## src/design/binary_gcd_unit_macros.svh

```systemverilog
// Assertion macros for the binary GCD unit.
// Included by the sequencer and the top level; needs nothing else.
`ifndef BINARY_GCD_UNIT_MACROS_SVH
`define BINARY_GCD_UNIT_MACROS_SVH
`ifndef ASSERT_OFF
`define BGCD_ASSERT_IMPLY(lbl, clk, rst, ante, cons) \
   lbl: assert property (@(posedge clk) disable iff (rst) (ante) |-> (cons)) \
      else $error("bgcd assertion failed");
`define BGCD_ASSERT_NEXT(lbl, clk, rst, ante, cons) \
   lbl: assert property (@(posedge clk) disable iff (rst) (ante) |=> (cons)) \
      else $error("bgcd assertion failed");
`else
`define BGCD_ASSERT_IMPLY(lbl, clk, rst, ante, cons)
`define BGCD_ASSERT_NEXT(lbl, clk, rst, ante, cons)
`endif
`endif

```

## src/design/bgcd_pkg.sv

```systemverilog
// Shared types, field widths and the microcode program of the binary GCD unit.
// No dependencies.
package bgcd_pkg;

   localparam int OPND_W = 16;   // width of each operand field
   localparam int DIV_W  = 16;   // width of the result field

   typedef logic [1:0] upc_type;

   typedef enum logic [1:0] {
      OP_LOAD,
      OP_REDUCE,
      OP_RESTORE,
      OP_EMIT
   } op_type;

   typedef enum logic [1:0] {
      COND_NO_START,
      COND_B_NONZERO,
      COND_TWOS_NONZERO,
      COND_OUT_BUSY
   } cond_type;

   typedef struct packed {
      op_type   op;
      cond_type cond;
      upc_type  target;
   } uword_type;

   typedef struct packed {
      logic b_nonzero;
      logic twos_nonzero;
   } dp_status_type;

   typedef struct packed {
      logic          start;
      logic          out_busy;
      dp_status_type dp;
   } status_type;

   localparam upc_type STEP_LOAD    = 2'd0;
   localparam upc_type STEP_REDUCE  = 2'd1;
   localparam upc_type STEP_RESTORE = 2'd2;
   localparam upc_type STEP_EMIT    = 2'd3;

   // Jump is taken when the condition holds, otherwise the counter steps on.
   // The step after the emit wraps back to the load.
   function automatic uword_type ucode(upc_type pc);
      uword_type uw;
      case (pc)
         STEP_LOAD:    uw = '{OP_LOAD,    COND_NO_START,     STEP_LOAD};
         STEP_REDUCE:  uw = '{OP_REDUCE,  COND_B_NONZERO,    STEP_REDUCE};
         STEP_RESTORE: uw = '{OP_RESTORE, COND_TWOS_NONZERO, STEP_RESTORE};
         STEP_EMIT:    uw = '{OP_EMIT,    COND_OUT_BUSY,     STEP_EMIT};
         default:      uw = '{OP_LOAD,    COND_NO_START,     STEP_LOAD};
      endcase
      return uw;
   endfunction

endpackage

```

## src/design/bgcd_seq.sv

```systemverilog
// Microcode sequencer: step counter, control ROM and jump logic.
// Depends on bgcd_pkg and binary_gcd_unit_macros.svh.
`include "binary_gcd_unit_macros.svh"

module bgcd_seq (
   input  logic                  clock,
   input  logic                  reset,
   input  bgcd_pkg::status_type  status,
   output bgcd_pkg::uword_type   uword
);
   import bgcd_pkg::*;

   upc_type pc_ff, pc_in;
   logic    taken;

   assign uword = ucode(pc_ff);

   always_comb begin
      case (uword.cond)
         COND_NO_START:     taken = !status.start;
         COND_B_NONZERO:    taken = status.dp.b_nonzero;
         COND_TWOS_NONZERO: taken = status.dp.twos_nonzero;
         COND_OUT_BUSY:     taken = status.out_busy;
         default:           taken = 1'b0;
      endcase
      pc_in = taken ? uword.target : upc_type'(pc_ff + 2'd1);
   end

   always_ff @(posedge clock) begin
      if (reset) begin
         pc_ff <= STEP_LOAD;
      end else begin
         pc_ff <= pc_in;
      end
   end

   `BGCD_ASSERT_NEXT(a_reduce_exit, clock, reset,
      (uword.op == OP_REDUCE) && !status.dp.b_nonzero, uword.op == OP_RESTORE)
   `BGCD_ASSERT_NEXT(a_emit_wrap, clock, reset,
      (uword.op == OP_EMIT) && !status.out_busy, uword.op == OP_LOAD)
   `BGCD_ASSERT_NEXT(a_start_leaves, clock, reset,
      (uword.op == OP_LOAD) && status.start, uword.op == OP_REDUCE)

endmodule

```

## src/design/bgcd_dp.sv

```systemverilog
// Datapath: operand registers, shared-twos counter, reduce and restore steps.
// Depends on bgcd_pkg.
module bgcd_dp #(
   parameter int WIDTH = 16
) (
   input  logic                            clock,
   input  bgcd_pkg::op_type                op,
   input  logic [bgcd_pkg::OPND_W-1:0]     operand_a,
   input  logic [bgcd_pkg::OPND_W-1:0]     operand_b,
   output logic [bgcd_pkg::DIV_W-1:0]      divisor,
   output bgcd_pkg::dp_status_type         dp_status
);
   import bgcd_pkg::*;

   localparam int TW = $clog2(WIDTH);

   logic [WIDTH-1:0]        a_ff, a_in, b_ff, b_in;
   logic [TW-1:0]           twos_ff, twos_in;
   logic [OPND_W+WIDTH-1:0] a_ext, b_ext;
   logic [DIV_W+WIDTH-1:0]  g_ext;
   logic [WIDTH-1:0]        hi, lo;

   // operands narrowed or widened to the working width
   assign a_ext = {{WIDTH{1'b0}}, operand_a};
   assign b_ext = {{WIDTH{1'b0}}, operand_b};
   assign g_ext = {{DIV_W{1'b0}}, a_ff};
   assign divisor = g_ext[DIV_W-1:0];

   assign dp_status.b_nonzero    = (b_ff != '0);
   assign dp_status.twos_nonzero = (twos_ff != '0);

   assign hi = (a_ff < b_ff) ? b_ff : a_ff;
   assign lo = (a_ff < b_ff) ? a_ff : b_ff;

   always_comb begin
      a_in    = a_ff;
      b_in    = b_ff;
      twos_in = twos_ff;
      case (op)
         OP_LOAD: begin
            a_in    = a_ext[WIDTH-1:0];
            b_in    = b_ext[WIDTH-1:0];
            twos_in = '0;
         end
         OP_REDUCE: begin
            if (b_ff != '0) begin
               case ({hi[0], lo[0]})
                  2'b11: begin
                     a_in = hi - lo;
                     b_in = lo;
                  end
                  2'b00: begin
                     a_in    = hi >> 1;
                     b_in    = lo >> 1;
                     twos_in = twos_ff + TW'(1);
                  end
                  2'b01: begin
                     a_in = hi >> 1;
                     b_in = lo;
                  end
                  default: begin
                     a_in = hi;
                     b_in = lo >> 1;
                  end
               endcase
            end
         end
         OP_RESTORE: begin
            // put back one shared factor of two per step
            if (twos_ff != '0) begin
               a_in    = a_ff << 1;
               twos_in = twos_ff - TW'(1);
            end
         end
         default: begin
         end
      endcase
   end

   always_ff @(posedge clock) begin
      a_ff    <= a_in;
      b_ff    <= b_in;
      twos_ff <= twos_in;
   end

endmodule

```

## src/design/binary_gcd_unit.sv

```systemverilog
// Top level of the binary GCD unit: stream ports, result register, sequencer, datapath.
// Depends on bgcd_pkg, bgcd_seq, bgcd_dp and binary_gcd_unit_macros.svh.
//
//   channel   direction  word contents
//   req_      in         operand_a, operand_b
//   rsp_      out        divisor
//
// A word passes from acceptance to the result register through the load step, the reduce
// loop, the restore loop that puts back the shared factors of two, and the emit step; the
// microcode loop over the one subtract/shift unit sets this. One word is in work at a time;
// the next is taken only once the last has left the emit step and the counter is back at load.
// Reset clears the step counter and the result valid flag.
// A stalled rsp_ side holds the engine at its emit step until the register frees.
`include "binary_gcd_unit_macros.svh"

module binary_gcd_unit #(
   parameter int WIDTH = 16
) (
   input  logic                                clock,
   input  logic                                reset,
   input  logic                                req_tvalid,
   output logic                                req_tready,
   input  logic [2*bgcd_pkg::OPND_W-1:0]       req_tdata,  // operand_a, operand_b
   output logic                                rsp_tvalid,
   input  logic                                rsp_tready,
   output logic [bgcd_pkg::DIV_W-1:0]          rsp_tdata   // divisor
);
   import bgcd_pkg::*;

   uword_type          uword;
   status_type         status;
   dp_status_type      dp_status;
   logic [DIV_W-1:0]   result;
   logic [DIV_W-1:0]   rsp_data_ff;
   logic               rsp_valid_ff, rsp_valid_in;
   logic               emit;

   assign req_tready = (uword.op == OP_LOAD);

   assign status.start    = req_tvalid;
   assign status.out_busy = rsp_valid_ff && !rsp_tready;
   assign status.dp       = dp_status;

   assign emit         = (uword.op == OP_EMIT) && !status.out_busy;
   assign rsp_valid_in = emit || (rsp_valid_ff && !rsp_tready);

   bgcd_seq u_seq (
      .clock  (clock),
      .reset  (reset),
      .status (status),
      .uword  (uword)
   );

   bgcd_dp #(
      .WIDTH (WIDTH)
   ) u_dp (
      .clock     (clock),
      .op        (uword.op),
      .operand_a (req_tdata[OPND_W-1:0]),
      .operand_b (req_tdata[2*OPND_W-1:OPND_W]),
      .divisor   (result),
      .dp_status (dp_status)
   );

   always_ff @(posedge clock) begin
      if (reset) begin
         rsp_valid_ff <= 1'b0;
      end else begin
         rsp_valid_ff <= rsp_valid_in;
      end
   end

   always_ff @(posedge clock) begin
      if (emit) begin
         rsp_data_ff <= result;
      end
   end

   assign rsp_tvalid = rsp_valid_ff;
   assign rsp_tdata  = rsp_data_ff;

   `BGCD_ASSERT_NEXT(a_emit_lands, clock, reset,
      emit, rsp_tvalid && (rsp_tdata == $past(result)))
   `BGCD_ASSERT_IMPLY(a_no_overwrite, clock, reset,
      emit, !rsp_valid_ff || rsp_tready)
   `BGCD_ASSERT_IMPLY(a_emit_done, clock, reset,
      emit, !dp_status.b_nonzero && !dp_status.twos_nonzero)

endmodule
```

## config.mk

```make
export PLATFORM = sky130hd
export DESIGN_NAME = binary_gcd_unit
export DESIGN_NICKNAME = d
export VERILOG_FILES = /design/src/design/bgcd_pkg.sv /design/src/design/bgcd_seq.sv /design/src/design/bgcd_dp.sv /design/src/design/binary_gcd_unit.sv
export VERILOG_INCLUDE_DIRS = /design/src /design/src/design
export SDC_FILE = /design/constraint.sdc
export NUM_CORES = 1
export LEC_CHECK = 0
export ABC_AREA = 1
export BUFFER_PORTS_ARGS = -buffer_cell sky130_fd_sc_hd__buf_2
export CAP_MARGIN = 20
export CORE_MARGIN = 8
export CORE_UTILIZATION = 25
export CTS_CLUSTER_DIAMETER = 80
export DETAILED_ROUTE_END_ITERATION = 10
export PLACE_DENSITY_LB_ADDON = 0.25
export REMOVE_ABC_BUFFERS = 1
export SYNTH_ARGS = -nofsm -noshare
export SYNTH_HDL_FRONTEND = slang
export SYNTH_HIERARCHICAL = 1
export SYNTH_SLANG_ARGS = --single-unit
```

## constraint.sdc

```tcl
create_clock -name clock -period 3.31 [get_ports clock]
set_clock_uncertainty 0.1 [all_clocks]
set_input_delay 0.331 -clock clock [delete_from_list [all_inputs] [get_ports clock]]
set_output_delay 0.331 -clock clock [all_outputs]
set_load 0.02 [all_outputs]
```

==> results.sh <==
export IMPL_fin_crit_sh_pct=93.4
export IMPL_whs_endpoint="rsp_tvalid$_SDFF_PP0_"
export IMPL_min_path_cells=2
export IMPL_grt_ovfl_total=0
export IMPL_crit_type="register to register"
export IMPL_antenna_found_initial=0
export IMPL_cts_tree="yes"
export IMPL_drv_slew=0
export IMPL_rrSetupSlack_ns=0.22
export IMPL_routed_via_density=4.73
export IMPL_fp_dieH_um=154
export IMPL_syn_area_um2=4790
export IMPL_drc=0
export IMPL_hpwl_um=12100
export IMPL_clockRootBuffer="clkbuf_16"
export IMPL_grt_pass1_vias=4599
export IMPL_nNetsFinal=835
export IMPL_postLayoutSetupSlackWorst_ns=0.218
export IMPL_start_util_pct=25.5
export IMPL_worstPathMaxFanout=15
export IMPL_arrival_ns=3.06
export IMPL_grt_max_degree=39
export IMPL_die_area_um2=23800
export IMPL_holdCritStartpoint="reset"
export IMPL_htreeDepth=2
export IMPL_r2r_end="u_dp/divisor[14]$_DFFE_PP_"
export IMPL_ys_warn_count=6
export IMPL_max_clock_freq_mhz=323
export IMPL_design_area_um2=6210
export IMPL_ctsHoldBuffers=0
export IMPL_placed_cell_area_um2=5630
export IMPL_gp_congestion=0.859
export IMPL_hold_viol_final=0
export IMPL_first_iter_violations=312
export IMPL_coreArea_um2=18800
export IMPL_grt_pass1_wl_um=25500
export IMPL_relSlewSlack_pct=38.5
export IMPL_grtUsageTotal_pct=13.7
export IMPL_clockBufferDepth=2
export IMPL_startpoint_type="register"
export IMPL_clk_pin_slew_worst_paths_ns=0.07
export IMPL_fp_row_count=50
export IMPL_gr_usage_met3_pct=2.12
export IMPL_ios=54
export IMPL_worstPathCellList="ha_4, nand2_2, inv_2, nand3_2, nor3_4, nand2_4, nand2_8, buf_12, nand2_1, nand2_2, nand2_1, nand2_1, nand2_1, nand2_1, nand2_1, nand3_1, nand2_1, nand3_1, nand2_1, nand2_1, a21oi_2"
export IMPL_netlist_instances=664
export IMPL_endpoint_kind="register"
export IMPL_slowest_stage="edfxtp_1"
export IMPL_worst_slew_pin_slew_ns=0.922
export IMPL_final_util_pct=33.1
export IMPL_path_depth=21
export IMPL_avgSynthCellArea_um2=7.22
export IMPL_holdWs_ns=0.101
export IMPL_hp_class="input pin to register"
export IMPL_status="finished, final reports clean"
export IMPL_crit_family="simple AND/OR/NAND/NOR gates"
export IMPL_met2_usage_pct=21.8
export IMPL_wire_per_inst_um=16.4
export IMPL_io_buffers=53
export IMPL_r2r_cells=21
export IMPL_grt_busiest_layer="met2"
export IMPL_drt_total_wl_um=16500
export IMPL_cts_buffers=5
export IMPL_insertion_delay_ns=0.31
export IMPL_drive_gt1_share_pct=30.5
export IMPL_dr_pass1_iters=5
export IMPL_gr_usage_met1_pct=18.8
export IMPL_worstPathRequired_ns=3.28
export IMPL_rsz0062_at_grt="yes"
export IMPL_setup_violations=0
export IMPL_cpPeakStageDelay_ns=0.50
export IMPL_syn_to_final_growth_pct=29.6
export IMPL_crit_buf_inv=2
export IMPL_clock_sinks=55
export IMPL_die_width_um=154
export IMPL_cap_viol_max_count=0
export IMPL_fin_crit_ns=3.09
export IMPL_dp_slack_ns=0.00899
export IMPL_cp_common_cell="nand2_1"
export IMPL_antenna_left=0
export IMPL_vias=4753
export IMPL_r2r_start="u_dp/divisor[12]$_DFFE_PP_"
export IMPL_antenna_cells=0
## layout make-up
class / count / area [um^2]
Clock buffer: 5 / 125
Sequential cell: 55 / 1620
Inverter: 83 / 312
Timing Repair Buffer: 125 / 855
Clock inverter: 3 / 67.6
Multi-Input combinational cell: 500 / 2930
Fill cell: 2048 / 12600
Tap cell: 234 / 293
## sequential cells by signal, indices dropped and copies added, names as in the netlist
name and cells:
u_dp/twos_ff 4, u_dp/b_ff 16, rsp_tdata 16, u_dp/divisor 16, rsp_tvalid 1, u_seq/pc_ff 2
## layer usage
| layer | up-vias | share of wire (%) |
|---|---|---|
| li1 | 2426 | - |
| met1 | 2186 | 48 |
| met2 | 127 | 45 |
| met3 | 14 | 5.0 |
| met4 | 0 | 1.6 |
| met5 | - | 0 |
## per-stage QoR
stage,cells,TNS (ns)
CTS,986,0
floorplan,638,-8.86
detailed placement,978,0
global route,1005,-0.0626
finish,1005,0
global placement,978,0
## worst max path at each step
| stage | from | end | slack, ns |
|---|---|---|---|
| global route | u_dp/divisor[12]$_DFFE_PP_ | u_dp/divisor[13]$_DFFE_PP_ | -0.02 |
| floorplan | u_dp/divisor[10]$_DFFE_PP_ | u_dp/b_ff[15]$_DFFE_PP_ | -0.44 |
| CTS | u_dp/b_ff[9]$_DFFE_PP_ | u_dp/divisor[14]$_DFFE_PP_ | 0.01 |
| finish | u_dp/divisor[12]$_DFFE_PP_ | u_dp/divisor[14]$_DFFE_PP_ | 0.22 |
| detailed placement | u_dp/b_ff[9]$_DFFE_PP_ | u_dp/divisor[14]$_DFFE_PP_ | 0.009 |
| global placement | u_dp/b_ff[9]$_DFFE_PP_ | u_dp/divisor[14]$_DFFE_PP_ | 0.02 |
## repair_timing
item | in CTS | in global routing
resized for setup | 1 | 56
setup endpoints to repair | 1 | 12
setup buffers | 0 | 19
pin swaps | 1 | 13
## layout by cell type (no fill, tap or decap), types with 2 or more instances in the layout
cell       instances
clkbuf_16          5
nand2_2           25
buf_4             67
nand3_1           52
nand2_4            4
buf_12             3
o21ai_1           11
a22o_1            12
nand3b_2           4
or2_1              3
nand4_1            4
nand3b_1           4
a21oi_2           11
nor2_1            48
a21oi_1           51
o221ai_1           2
ha_4               9
bufinv_16          2
edfxtp_1          52
o211ai_1           3
nor4_1             7
nand2_1          185
a31oi_1            4
o21ai_0           12
nor2_2             2
o21ai_2            2
dfxtp_1            3
inv_2             22
inv_1             60
buf_2             53
ha_1              18
nand3_2           13
Power is not shown: default switching activity piles up to over one toggle a cycle in this logic, so the estimate is an artifact.
